File: src/rtl/core/gpbd_pkg.sv
package gpbd_pkg;

  localparam int MAX_WIDTH  = 1024;
  localparam int MAX_HEIGHT = 1024;

  localparam int DIM_W  = 11;
  localparam int LEN_W  = 12;
  localparam int QDEPTH = 4;
  localparam int QPTR_W = 2;

  localparam logic [7:0] CMD_COLOUR_BASE  = 8'hC0;
  localparam logic [7:0] CMD_BLOCK_TOOL   = 8'h82;
  localparam logic [7:0] CMD_SET_RGBA     = 8'h83;
  localparam logic [7:0] CMD_TARGETX_ZERO = 8'h84;
  localparam logic [7:0] CMD_DOWN_ONE     = 8'h41;
  localparam logic [7:0] CMD_UP_ONE       = 8'h7F;
  localparam logic [7:0] CMD_ALPHA_FULL   = 8'hFF;
  localparam logic [7:0] MOVE_STEP        = 8'd31;
  localparam logic [1:0] ALPHA_LOW_BITS   = 2'b11;

  localparam logic [1:0] REG_IMAGE_WIDTH  = 2'd0;
  localparam logic [1:0] REG_IMAGE_HEIGHT = 2'd1;

  typedef struct packed {
    logic             tool;
    logic             changed;
    logic             last;
    logic [7:0]       grey;
    logic [LEN_W-1:0] len;
  } cmd_t;

  function automatic logic [DIM_W-1:0] clamp_size(input logic [DIM_W-1:0] v,
                                                  input logic [DIM_W-1:0] maxv);
    logic [DIM_W-1:0] r;
    if (v == '0) r = DIM_W'(1);
    else if (v > maxv) r = maxv;
    else r = v;
    return r;
  endfunction

  function automatic logic [7:0] colour_byte(input logic [2:0] idx, input logic [7:0] g);
    logic [5:0] p;
    unique case (idx)
      3'd0: p = {4'd0, g[7:6]};
      3'd1: p = g[5:0];
      3'd2: p = g[7:2];
      3'd3: p = {g[1:0], g[7:4]};
      default: p = {g[3:0], ALPHA_LOW_BITS};
    endcase
    return CMD_COLOUR_BASE | {2'b00, p};
  endfunction

endpackage

File: src/rtl/core/grey_pixels_to_block_draw_commands.sv
// channel   direction  transfer when        payload
// pixel     in         push && !full        pixel_value
// command   out        pop && !empty        out_byte, last_of_run
// config    in         cfg_we               cfg_index, cfg_data
//
// one output byte per cycle while pop stays high and commands are waiting; a pixel
// causes up to 45 bytes, or none, all made by the back-end byte sequencer;
// an idle back end loads the next command before it emits that command's first byte
// synchronous active-high rst clears counters, queue and output valid; sizes reset to 1
// a four-entry command queue lets pixels keep arriving while pop is held low
module grey_pixels_to_block_draw_commands (
  input  logic                        clk,
  input  logic                        rst,
  input  logic                        cfg_we,
  input  logic [1:0]                  cfg_index,
  input  logic [gpbd_pkg::DIM_W-1:0]  cfg_data,
  input  logic                        push,
  output logic                        full,
  input  logic [7:0]                  pixel_value,
  output logic                        empty,
  input  logic                        pop,
  output logic [7:0]                  out_byte,
  output logic                        last_of_run
);

  logic           q_push;
  logic           q_pop;
  logic           q_valid;
  gpbd_pkg::cmd_t q_wr_data;
  gpbd_pkg::cmd_t q_rd_data;

  gpbd_front u_front (
    .clk         (clk),
    .rst         (rst),
    .cfg_we      (cfg_we),
    .cfg_index   (cfg_index),
    .cfg_data    (cfg_data),
    .push        (push),
    .pixel_value (pixel_value),
    .q_full      (full),
    .q_push      (q_push),
    .q_data      (q_wr_data)
  );

  gpbd_cmd_fifo u_fifo (
    .clk      (clk),
    .rst      (rst),
    .wr_en    (q_push),
    .wr_data  (q_wr_data),
    .full     (full),
    .rd_en    (q_pop),
    .rd_valid (q_valid),
    .rd_data  (q_rd_data)
  );

  gpbd_back u_back (
    .clk         (clk),
    .rst         (rst),
    .q_valid     (q_valid),
    .q_data      (q_rd_data),
    .q_pop       (q_pop),
    .pop         (pop),
    .empty       (empty),
    .out_byte    (out_byte),
    .last_of_run (last_of_run)
  );

endmodule

File: src/rtl/core/gpbd_front.sv
module gpbd_front (
  input  logic                         clk,
  input  logic                         rst,
  input  logic                         cfg_we,
  input  logic [1:0]                   cfg_index,
  input  logic [gpbd_pkg::DIM_W-1:0]   cfg_data,
  input  logic                         push,
  input  logic [7:0]                   pixel_value,
  input  logic                         q_full,
  output logic                         q_push,
  output gpbd_pkg::cmd_t               q_data
);

  logic [gpbd_pkg::DIM_W-1:0] image_width;
  logic [gpbd_pkg::DIM_W-1:0] image_height;
  logic [8:0]                 previous_grey;
  logic [gpbd_pkg::DIM_W-1:0] run_width;
  logic [gpbd_pkg::DIM_W-1:0] column_count;
  logic [gpbd_pkg::DIM_W-1:0] row_count;

  logic [gpbd_pkg::DIM_W-1:0] w;
  logic [gpbd_pkg::DIM_W-1:0] h;
  logic                       accept;
  logic                       first_col;
  logic                       last_col;
  logic                       last_row;
  logic                       frame_start;
  logic [8:0]                 prev_eff;
  logic                       changed;
  logic                       draw;
  logic [gpbd_pkg::DIM_W-1:0] run_width_next;

  assign w = gpbd_pkg::clamp_size(image_width, gpbd_pkg::DIM_W'(gpbd_pkg::MAX_WIDTH));
  assign h = gpbd_pkg::clamp_size(image_height, gpbd_pkg::DIM_W'(gpbd_pkg::MAX_HEIGHT));

  assign accept      = push && !q_full;
  assign first_col   = (column_count == '0);
  assign last_col    = ({1'b0, column_count} + 12'd1) >= {1'b0, w};
  assign last_row    = ({1'b0, row_count} + 12'd1) >= {1'b0, h};
  assign frame_start = first_col && (row_count == '0);
  assign prev_eff    = frame_start ? 9'd256 : previous_grey;
  assign changed     = prev_eff != {1'b0, pixel_value};
  assign draw        = changed || first_col || last_col;

  always_comb begin
    if (last_col) run_width_next = '0;
    else if (draw) run_width_next = gpbd_pkg::DIM_W'(1);
    else run_width_next = run_width + gpbd_pkg::DIM_W'(1);
  end

  assign q_push         = accept && (draw || frame_start);
  assign q_data.tool    = frame_start;
  assign q_data.changed = changed;
  assign q_data.last    = last_col;
  assign q_data.grey    = pixel_value;
  assign q_data.len     = {1'b0, run_width} + (last_col ? 12'd1 : 12'd0);

  always_ff @(posedge clk) begin
    if (rst) begin
      image_width   <= gpbd_pkg::DIM_W'(1);
      image_height  <= gpbd_pkg::DIM_W'(1);
      previous_grey <= 9'd256;
      run_width     <= '0;
      column_count  <= '0;
      row_count     <= '0;
    end else begin
      if (cfg_we) begin
        if (cfg_index == gpbd_pkg::REG_IMAGE_WIDTH) image_width <= cfg_data;
        else if (cfg_index == gpbd_pkg::REG_IMAGE_HEIGHT) image_height <= cfg_data;
      end
      if (accept) begin
        previous_grey <= {1'b0, pixel_value};
        run_width     <= run_width_next;
        if (last_col) begin
          column_count <= '0;
          row_count    <= last_row ? '0 : row_count + gpbd_pkg::DIM_W'(1);
        end else begin
          column_count <= column_count + gpbd_pkg::DIM_W'(1);
        end
      end
    end
  end

endmodule

File: src/rtl/core/gpbd_cmd_fifo.sv
module gpbd_cmd_fifo (
  input  logic           clk,
  input  logic           rst,
  input  logic           wr_en,
  input  gpbd_pkg::cmd_t wr_data,
  output logic           full,
  input  logic           rd_en,
  output logic           rd_valid,
  output gpbd_pkg::cmd_t rd_data
);

  gpbd_pkg::cmd_t                 mem [gpbd_pkg::QDEPTH];
  logic [gpbd_pkg::QPTR_W-1:0]    wr_ptr;
  logic [gpbd_pkg::QPTR_W-1:0]    rd_ptr;
  logic [gpbd_pkg::QPTR_W:0]      count;
  logic                           do_wr;
  logic                           do_rd;

  assign full     = count == (gpbd_pkg::QPTR_W+1)'(gpbd_pkg::QDEPTH);
  assign rd_valid = count != '0;
  assign rd_data  = mem[rd_ptr];
  assign do_wr    = wr_en && !full;
  assign do_rd    = rd_en && rd_valid;

  always_ff @(posedge clk) begin
    if (do_wr) mem[wr_ptr] <= wr_data;
  end

  always_ff @(posedge clk) begin
    if (rst) begin
      wr_ptr <= '0;
      rd_ptr <= '0;
      count  <= '0;
    end else begin
      if (do_wr) wr_ptr <= wr_ptr + gpbd_pkg::QPTR_W'(1);
      if (do_rd) rd_ptr <= rd_ptr + gpbd_pkg::QPTR_W'(1);
      if (do_wr && !do_rd) count <= count + (gpbd_pkg::QPTR_W+1)'(1);
      else if (do_rd && !do_wr) count <= count - (gpbd_pkg::QPTR_W+1)'(1);
    end
  end

endmodule

File: src/rtl/core/gpbd_back.sv
module gpbd_back (
  input  logic           clk,
  input  logic           rst,
  input  logic           q_valid,
  input  gpbd_pkg::cmd_t q_data,
  output logic           q_pop,
  input  logic           pop,
  output logic           empty,
  output logic [7:0]     out_byte,
  output logic           last_of_run
);

  localparam logic [3:0] S_IDLE  = 4'd0;
  localparam logic [3:0] S_TOOL  = 4'd1;
  localparam logic [3:0] S_MOVE  = 4'd2;
  localparam logic [3:0] S_DRAW1 = 4'd3;
  localparam logic [3:0] S_DRAW2 = 4'd4;
  localparam logic [3:0] S_C0    = 4'd5;
  localparam logic [3:0] S_C1    = 4'd6;
  localparam logic [3:0] S_C2    = 4'd7;
  localparam logic [3:0] S_C3    = 4'd8;
  localparam logic [3:0] S_C4    = 4'd9;
  localparam logic [3:0] S_ALPHA = 4'd10;
  localparam logic [3:0] S_SET   = 4'd11;
  localparam logic [3:0] S_NL1   = 4'd12;
  localparam logic [3:0] S_NL2   = 4'd13;

  gpbd_pkg::cmd_t                cmd;
  logic [3:0]                    step;
  logic [3:0]                    step_next;
  logic [3:0]                    step_start;
  logic [gpbd_pkg::LEN_W-1:0]    rem;
  logic [gpbd_pkg::LEN_W-1:0]    rem_next;
  logic [7:0]                    byte_next;
  logic                          out_valid;
  logic                          advance;
  logic                          load;
  logic                          move_full;
  logic [3:0]                    after_set;

  assign empty     = !out_valid;
  assign advance   = (step != S_IDLE) && (!out_valid || pop);
  assign load      = q_valid && ((step == S_IDLE) || (advance && step_next == S_IDLE));
  assign q_pop     = load;
  assign move_full = rem >= gpbd_pkg::LEN_W'(gpbd_pkg::MOVE_STEP);
  assign after_set = cmd.last ? S_NL1 : S_IDLE;

  always_comb begin
    if (q_data.tool) step_start = S_TOOL;
    else if (q_data.len != '0) step_start = S_MOVE;
    else step_start = S_DRAW1;
  end

  always_comb begin
    rem_next  = rem;
    byte_next = gpbd_pkg::CMD_DOWN_ONE;
    step_next = S_IDLE;
    unique case (step)
      S_TOOL: begin
        byte_next = gpbd_pkg::CMD_BLOCK_TOOL;
        step_next = (rem != '0) ? S_MOVE : S_DRAW1;
      end
      S_MOVE: begin
        if (move_full) begin
          byte_next = gpbd_pkg::MOVE_STEP;
          rem_next  = rem - gpbd_pkg::LEN_W'(gpbd_pkg::MOVE_STEP);
        end else begin
          byte_next = rem[7:0];
          rem_next  = '0;
        end
        step_next = (rem_next != '0) ? S_MOVE : S_DRAW1;
      end
      S_DRAW1: begin
        byte_next = gpbd_pkg::CMD_DOWN_ONE;
        step_next = S_DRAW2;
      end
      S_DRAW2: begin
        byte_next = gpbd_pkg::CMD_UP_ONE;
        step_next = cmd.changed ? S_C0 : after_set;
      end
      S_C0: begin
        byte_next = gpbd_pkg::colour_byte(3'd0, cmd.grey);
        step_next = S_C1;
      end
      S_C1: begin
        byte_next = gpbd_pkg::colour_byte(3'd1, cmd.grey);
        step_next = S_C2;
      end
      S_C2: begin
        byte_next = gpbd_pkg::colour_byte(3'd2, cmd.grey);
        step_next = S_C3;
      end
      S_C3: begin
        byte_next = gpbd_pkg::colour_byte(3'd3, cmd.grey);
        step_next = S_C4;
      end
      S_C4: begin
        byte_next = gpbd_pkg::colour_byte(3'd4, cmd.grey);
        step_next = S_ALPHA;
      end
      S_ALPHA: begin
        byte_next = gpbd_pkg::CMD_ALPHA_FULL;
        step_next = S_SET;
      end
      S_SET: begin
        byte_next = gpbd_pkg::CMD_SET_RGBA;
        step_next = after_set;
      end
      S_NL1: begin
        byte_next = gpbd_pkg::CMD_DOWN_ONE;
        step_next = S_NL2;
      end
      S_NL2: begin
        byte_next = gpbd_pkg::CMD_TARGETX_ZERO;
        step_next = S_IDLE;
      end
      default: begin
        step_next = S_IDLE;
      end
    endcase
  end

  always_ff @(posedge clk) begin
    if (load) begin
      cmd <= q_data;
      rem <= q_data.len;
    end else if (advance) begin
      rem <= rem_next;
    end
    if (advance) begin
      out_byte    <= byte_next;
      last_of_run <= step_next == S_IDLE;
    end
  end

  always_ff @(posedge clk) begin
    if (rst) begin
      step      <= S_IDLE;
      out_valid <= 1'b0;
    end else begin
      if (advance) out_valid <= 1'b1;
      else if (pop) out_valid <= 1'b0;
      if (load) step <= step_start;
      else if (advance) step <= step_next;
    end
  end

endmodule

File: config.mk
export PLATFORM = sky130hd
export DESIGN_NAME = grey_pixels_to_block_draw_commands
export DESIGN_NICKNAME = d
export VERILOG_FILES = /design/src/rtl/core/gpbd_pkg.sv /design/src/rtl/core/grey_pixels_to_block_draw_commands.sv /design/src/rtl/core/gpbd_front.sv /design/src/rtl/core/gpbd_cmd_fifo.sv /design/src/rtl/core/gpbd_back.sv
export SDC_FILE = /design/constraint.sdc
export NUM_CORES = 1
export LEC_CHECK = 0
export BUFFER_PORTS_ARGS = -buffer_cell sky130_fd_sc_hd__buf_2
export CORE_UTILIZATION = 41
export CTS_CLUSTER_SIZE = 12
export DETAILED_ROUTE_END_ITERATION = 7
export GPL_ROUTABILITY_DRIVEN = 0
export PLACE_DENSITY = 0.62
export SLEW_MARGIN = 25
export SYNTH_ARGS = -nofsm -noshare
export SYNTH_HDL_FRONTEND = slang
export SYNTH_SLANG_ARGS = --single-unit
File: constraint.sdc
create_clock -name clk -period 3.6 [get_ports clk]
set_input_delay 0.36 -clock clk [delete_from_list [all_inputs] [get_ports clk]]
set_output_delay 0.36 -clock clk [all_outputs]
set_load 0.03 [all_outputs]
# After elaboration in Yosys (flattened, before gate mapping)
# Memory sizes are Yosys's and may differ from the RTL's. A register that Yosys moved wholly into a read port is not among the register bits.
# Cells that the tools add are included.
dict set report word_totals {
  mem_bits_ro 0
  elab_cells 124
  mem_bits_rw 92
  mem_count 1
  reg_bits 107
  latch_bits 0
  inputBits 26
  out_inout_bits 11
}
dict set report classes {
  muxes 34
  shift 0
  n_addsub 11
  n_eq_ne 16
  magnitude_cmp 5
  bitwise 1
  multipliers 0
  n_div 0
  n_reduce_logical 39
}
# memory words width read_ports rd_clocked_by_memory_dff write_ports line_no
set mem_list {}
lappend mem_list {u_fifo.mem 4 23 1 1 1 gpbd_cmd_fifo.sv:12} ;# gpbd_pkg::cmd_t mem [gpbd_pkg::QDEPTH];
# op count
set op_table {}
lappend op_table {{11-bit two-way mux} 8}
lappend op_table {{8-bit case mux with 11 select lines} 1}
lappend op_table {{12-bit two-way mux} 5}
lappend op_table {{4-bit case mux with 12 select lines} 1}
lappend op_table {{11-bit zero test} 4}
lappend op_table {{12-bit nonzero test} 3}
lappend op_table {{11-bit by 1-bit adder with 11-bit output (second input constant)} 3}
lappend op_table {{11-bit by 1-bit adder with 12-bit output (second input constant)} 2}
lappend op_table {{4-bit == test (second input constant)} 6}
lappend op_table {{12-bit by 11-bit >= comparator with 1-bit output} 2}
lappend op_table {{11-bit > comparator (second input constant)} 2}
lappend op_table {{4-bit by 3-bit == test with 1-bit output (second input constant)} 4}
lappend op_table {{4-bit two-way mux} 4}
lappend op_table {{11-bit by 12-bit adder with 12-bit output} 1}
lappend op_table {{12-bit by 5-bit >= comparator with 1-bit output (second input constant)} 1}
lappend op_table {{12-bit by 5-bit subtractor with 12-bit output (second input constant)} 1}
lappend op_table {{1-bit logical AND} 10}
lappend op_table {{9-bit two-way mux} 1}
lappend op_table {{9-bit by 8-bit != test with 1-bit output} 1}
lappend op_table {{4-bit by 2-bit == test with 1-bit output (second input constant)} 2}
lappend op_table {{4-bit zero test} 2}
lappend op_table {{1-bit two-way mux} 8}
lappend op_table {{8-bit two-way mux} 1}
lappend op_table {{2-bit nonzero test} 4}
lappend op_table {{other kinds (16)} 29}

# Longest topological paths before layout
dict set report logic_depth {
  depth_word 14
  ltp_mapped 16
  ltp_nobuf 16
}

# Modules after synthesis
# Synthesis repeated with hierarchy kept, for this count alone.
dict set report hier_totals {
  cells_unflattened 907
  area_unflattened_um2 10099.7
}
# module seq_area_each_um2 n_inst area_per_inst_um2 cells_per_inst
set modules_own_cells {}
lappend modules_own_cells {gpbd_front 1281.2 1 3897.5 472}
lappend modules_own_cells {gpbd_cmd_fifo 2942.8 1 3828.7 168}
lappend modules_own_cells {gpbd_back 1031.0 1 2373.5 267}

# Least setup slack after synthesis
# No wires, ideal clock.
dict set report synth_timing {
  path_kind {register -> register}
  from {reg u_front.column_count[0] (netlist name)}
  to {mem u_fifo.mem[0][9] (netlist name) (data pin)}
  path_buffers 0
  path_slack_ps -177
  setup_time_ps 274
  path_stages_with_launch 17
  arrival_time_ps 3504
  synth_period_minus_slack_ps 3777
  cell_sequence {dfxtp_1 -> ha_1 -> nand3_1 -> nor3_1 -> and3_1 -> xor2_1 -> ha_1 -> o21ai_1 -> a31oi_1 -> nor2_2 -> inv_2 -> ha_1 -> and3_1 -> nand3_1 -> nor2_1 -> nand2_1 -> xnor2_1}
}
# element line_no
set synth_lines {}
lappend synth_lines {{start, declared} gpbd_front.sv:18} ;# logic [gpbd_pkg::DIM_W-1:0] column_count;
lappend synth_lines {{start signal, assigned} gpbd_front.sv:78} ;# column_count <= column_count + gpbd_pkg::DIM_W'(1);
lappend synth_lines {{end, declared} gpbd_cmd_fifo.sv:12}

# Worst setup path after layout
dict set report layout_timing {
  from {reg u_front.column_count[0] (netlist name)}
  to {reg u_fifo.count[2] (netlist name)}
}
dict set report layout_via {
  elab_chain_cells 12
}
# element line_no
set layout_lines {}
lappend layout_lines {{parallel branches: the longest is 6 deep, another holds 11-bit by 1-bit adder with 12-bit output} --}
lappend layout_lines {{1-bit logical OR *} gpbd_front.sv:51} ;# assign q_push = accept && (draw || frame_start);
lappend layout_lines {{1-bit logical AND *} gpbd_front.sv:51}
lappend layout_lines {{1-bit logical AND *} gpbd_cmd_fifo.sv:22} ;# assign do_wr = wr_en && !full;
lappend layout_lines {{via u_fifo.do_wr} gpbd_cmd_fifo.sv:16} ;# logic do_wr;
lappend layout_lines {{1-bit zero test} gpbd_cmd_fifo.sv:38} ;# else if (do_rd && !do_wr) count <= count - (gpbd_pkg::QPTR_W+1)'(1);
lappend layout_lines {{1-bit logical AND} gpbd_cmd_fifo.sv:38}
lappend layout_lines {{2-bit nonzero test (no source line)} --}
lappend layout_lines {{end signal, assigned} gpbd_cmd_fifo.sv:37} ;# if (do_wr && !do_rd) count <= count + (gpbd_pkg::QPTR_W+1)'(1);
lappend layout_lines {{end signal, assigned} gpbd_cmd_fifo.sv:38}
lappend layout_lines {{end, declared} gpbd_cmd_fifo.sv:15} ;# logic [gpbd_pkg::QPTR_W:0] count;
# Mark *: on every way through the listed nets, which the timed path passes.
# A chain may end at the register's enable or synchronous reset.

==> flow_summary.toml <==
[sta]
slew_headroom = 0.503
grt_setup_unrepaired = "false"
setup_tns_ns = 0
fin_ws_ns = 0.165
period_minus_slack_ns = 3.44
hold_viol_final = 0
finalSetupViolations = 0
clock.fmax_ghz = 0.291
tightest_slew_ns = 0.744
skew_ns = 0.0219
finalCritPeriodShare = 0.954
drv_slew = 0

[layout]
utilization = 0.486
finalNonFillerCells = 1284
areaGrowthSynthToFinish_pct = 15.0
multi_input_area_um2 = 4530
seq_area_um2 = 5260
num_antenna_cells = 0
nets = 1012
final.fill_count = 2147
drive_gt1_frac = 0.180
fin_area_um2 = 11500

[route]
num_vias = 6829
dr.pass1.iters = 5
drt-initial-drc-count = 446
vias_per_cell = 5.32
routedWlPerCell_um = 15.8
drc_errors = 0
drt_wl_total_mm = 20.3
drtAntennaViolNets = 0

[cts]
cts_root_buffer = "clkbuf_16"
postCtsHoldBufs = 0
tritoncts = "yes"
path_clk_slew_ns = 0.06
ctsHtreeMaxLevel = 1
cts.sinks = 201
cts-buffers-inserted = 23
cts_buffer_depth = 3
insertion_delay_ns = 0.52

[pwr]
seqPwrFrac = 0.421
power.leakage_nw = 4.17
p_int_mw = 5.29
combPwrFrac = 0.293
peakVddDrop_v = 0.000395
power.share.switching = 0.330
p_per_area_nw_per_um2 = 686
power_switching_mw = 2.60
power_frac_clock = 0.287

[setup_path]
crit_arrival_ns = 3.88
cpPeakStageDelay_ns = 0.41
crit_type = "reg -> reg"
critPathSlowestCell = "o311a_4"
cp_cell_sequence = "ha_2, nand3_2, nor3_4, and3_4, xor2_1, ha_1, o21ai_2, o311a_4, a31oi_4, ha_2, inv_1, fa_1, xor2_1, or3_1, a21oi_1"
path_max_fanout = 4
cpLargestDelayFamily = "adder cells"
setup.worst_path.start_class = "register"
path_buf_inv = 1
critPathCaptureType = "register"
cp.required_ns = 4.04

[placed_design]
dp.cells = 1240
hpwl_mm = 14.1
io_buffers = 36
detailed_place.area_um2 = 10700
pre_cts_ws_ns = 0.0587

[floorplanning]
die_w_um = 158
start_util = 0.423
num_io_pins = 37
die_y_um = 158
die_area_um2 = 25000
rows = 56
core-area_um2 = 23700

[logic_synthesis]
ys_seq_area_frac = 0.525
synth.distinct_cells = 75
synthesis.area_um2 = 10000
syn_nets = 963
syn_avg_cell_area_um2 = 11.1
synth_most_common_cell = "edfxtp_1"
synth_area_leader_cell = "edfxtp_1"
ys_warn_count = 0
synth_area_leaders = "edfxtp_1, dfxtp_1, mux4_2, ha_1, nand2_1"
synthCells = 900
synthArstFlopShare = 0
synthTopCellsByCount = "edfxtp_1, nand2_1, dfxtp_1"
synth_ff_type = "edfxtp_1"
synth.ff_latch_count = 201
synth-edff-count = 123
yosys.area.top_type_share = 0.369

[global_route]
overflow = 0
antenna_found_initial = 0
grt_pass1_vias = 6622
grt_pass1_wl_mm = 33.3
gr-usage-all-layers = 0.167
grt_start_max_net_pins = 34

[job]
cap_viol_max_count = 0

[status]
status = "complete, no violations"

[hold_path]
hold_class = "in -> reg"
-- kinds of logic (layout without fill, tap and decap cells) --
kind of cell,Yosys count,in the layout,share of synthesized area
xor gates and xnor gates,56,56,0.0490
buffers and inverters,74,139,0.0292
DFF,201,201,0.525
adders and majority gates,37,37,0.0470
AOI/OAI and AO/OA,157,157,0.106
and+or+nand+nor,325,325,0.165
muxes,50,50,0.0789
-- registers in the layout, indices dropped and copies added, names as in the netlist, 9 cells and up, named ones only --
| name | flops |
|---|---|
| u_back.rem | 12 |
| u_front.column_count | 11 |
| u_front.run_width | 11 |
| u_back.cmd | 10 |
| u_front.image_height | 11 |
| u_front.image_width | 11 |
| u_fifo.mem | 92 |
| u_front.previous_grey | 9 |
| u_front.row_count | 11 |
-- layout by cell type, fill, tap and decap left out, drive strengths merged, types with 34 or more instances in the layout --
cell type and n:
nor2 86, o21ai 34, buf 69, nand2 88, ha 36, a21oi 48, edfxtp 123, dfxtp 78
clkbuf 35
-- metal layers --
| metal | part of all wire | GRT usage | up-vias |
|---|---|---|---|
| li1 | - | - | 3441 |
| met1 | 0.46 | 0.220 | 3242 |
| met2 | 0.49 | 0.284 | 114 |
| met3 | 0.035 | 0.0275 | 32 |
| met4 | 0.019 | 0.0394 | 0 |
| met5 | 0 | 0 | - |
-- final timing paths --
check             slack (ns)                               endpoint                                   from  cells after the start
setup / recovery        0.16           u_fifo.count[2]$_SDFFE_PP0P_   u_front.column_count[0]$_SDFFE_PP0P_                     15
hold / removal           0.1    u_front.image_width[0]$_SDFFE_PP1P_                            cfg_data[0]                      2
setup reg to reg        0.16           u_fifo.count[2]$_SDFFE_PP0P_   u_front.column_count[0]$_SDFFE_PP0P_                     15
hold reg to reg         0.45  u_front.previous_grey[8]$_SDFFE_PP1P_  u_front.previous_grey[8]$_SDFFE_PP1P_                      1
-- layout make-up --
class,count,area share
flip-flops and latches,201,0.457
repair buffers,69,0.0415
multi-input cells,625,0.393
clock buffers,35,0.0574
inverters,29,0.00946
clock inverters,6,0.00641
well taps,319,0.0347
-- through the flow --
step	hold WS (ns)	total power, mW
2_1_floorplan	0.427	5.01
3_5_place_dp	0.446	5.68
3_3_place_gp	0.441	5.66
6_report	0.0954	7.90
5_1_grt	0.0824	8.37
4_1_cts	0.0864	7.95
-- power groups by stage --
stage          Sequential [mW]  Combinational (mW)  Clock, mW
6_report                  3.32                2.31       2.26
5_1_grt                   3.38                2.57       2.41
4_1_cts                   3.32                2.32       2.31
3_5_place_dp              3.37                2.31          0
3_3_place_gp              3.36                2.30          0
2_1_floorplan             3.32                1.69          0
-- what timing repair did --
item / 4_1_cts / 5_1_grt
endpoints found under the hold margin: 0 / 0
gates resized for setup: 0 / 9
setup endpoints to repair: 0 / 5
setup buffers: 0 / 3
-- worst register-to-register path, cell delays in order, from the launching register on --
cell and delay [ns]:
dfxtp_2 0.36, ha_2 0.19, nand3_2 0.10, nor3_4 0.22, and3_4 0.24, xor2_1 0.06
ha_1 0.29, o21ai_2 0.10, o311a_4 0.41, a31oi_4 0.18, ha_2 0.20, inv_1 0.05
fa_1 0.38, xor2_1 0.16, or3_1 0.30, a21oi_1 0.14
Note: power is estimated with default switching activity, not from simulation.
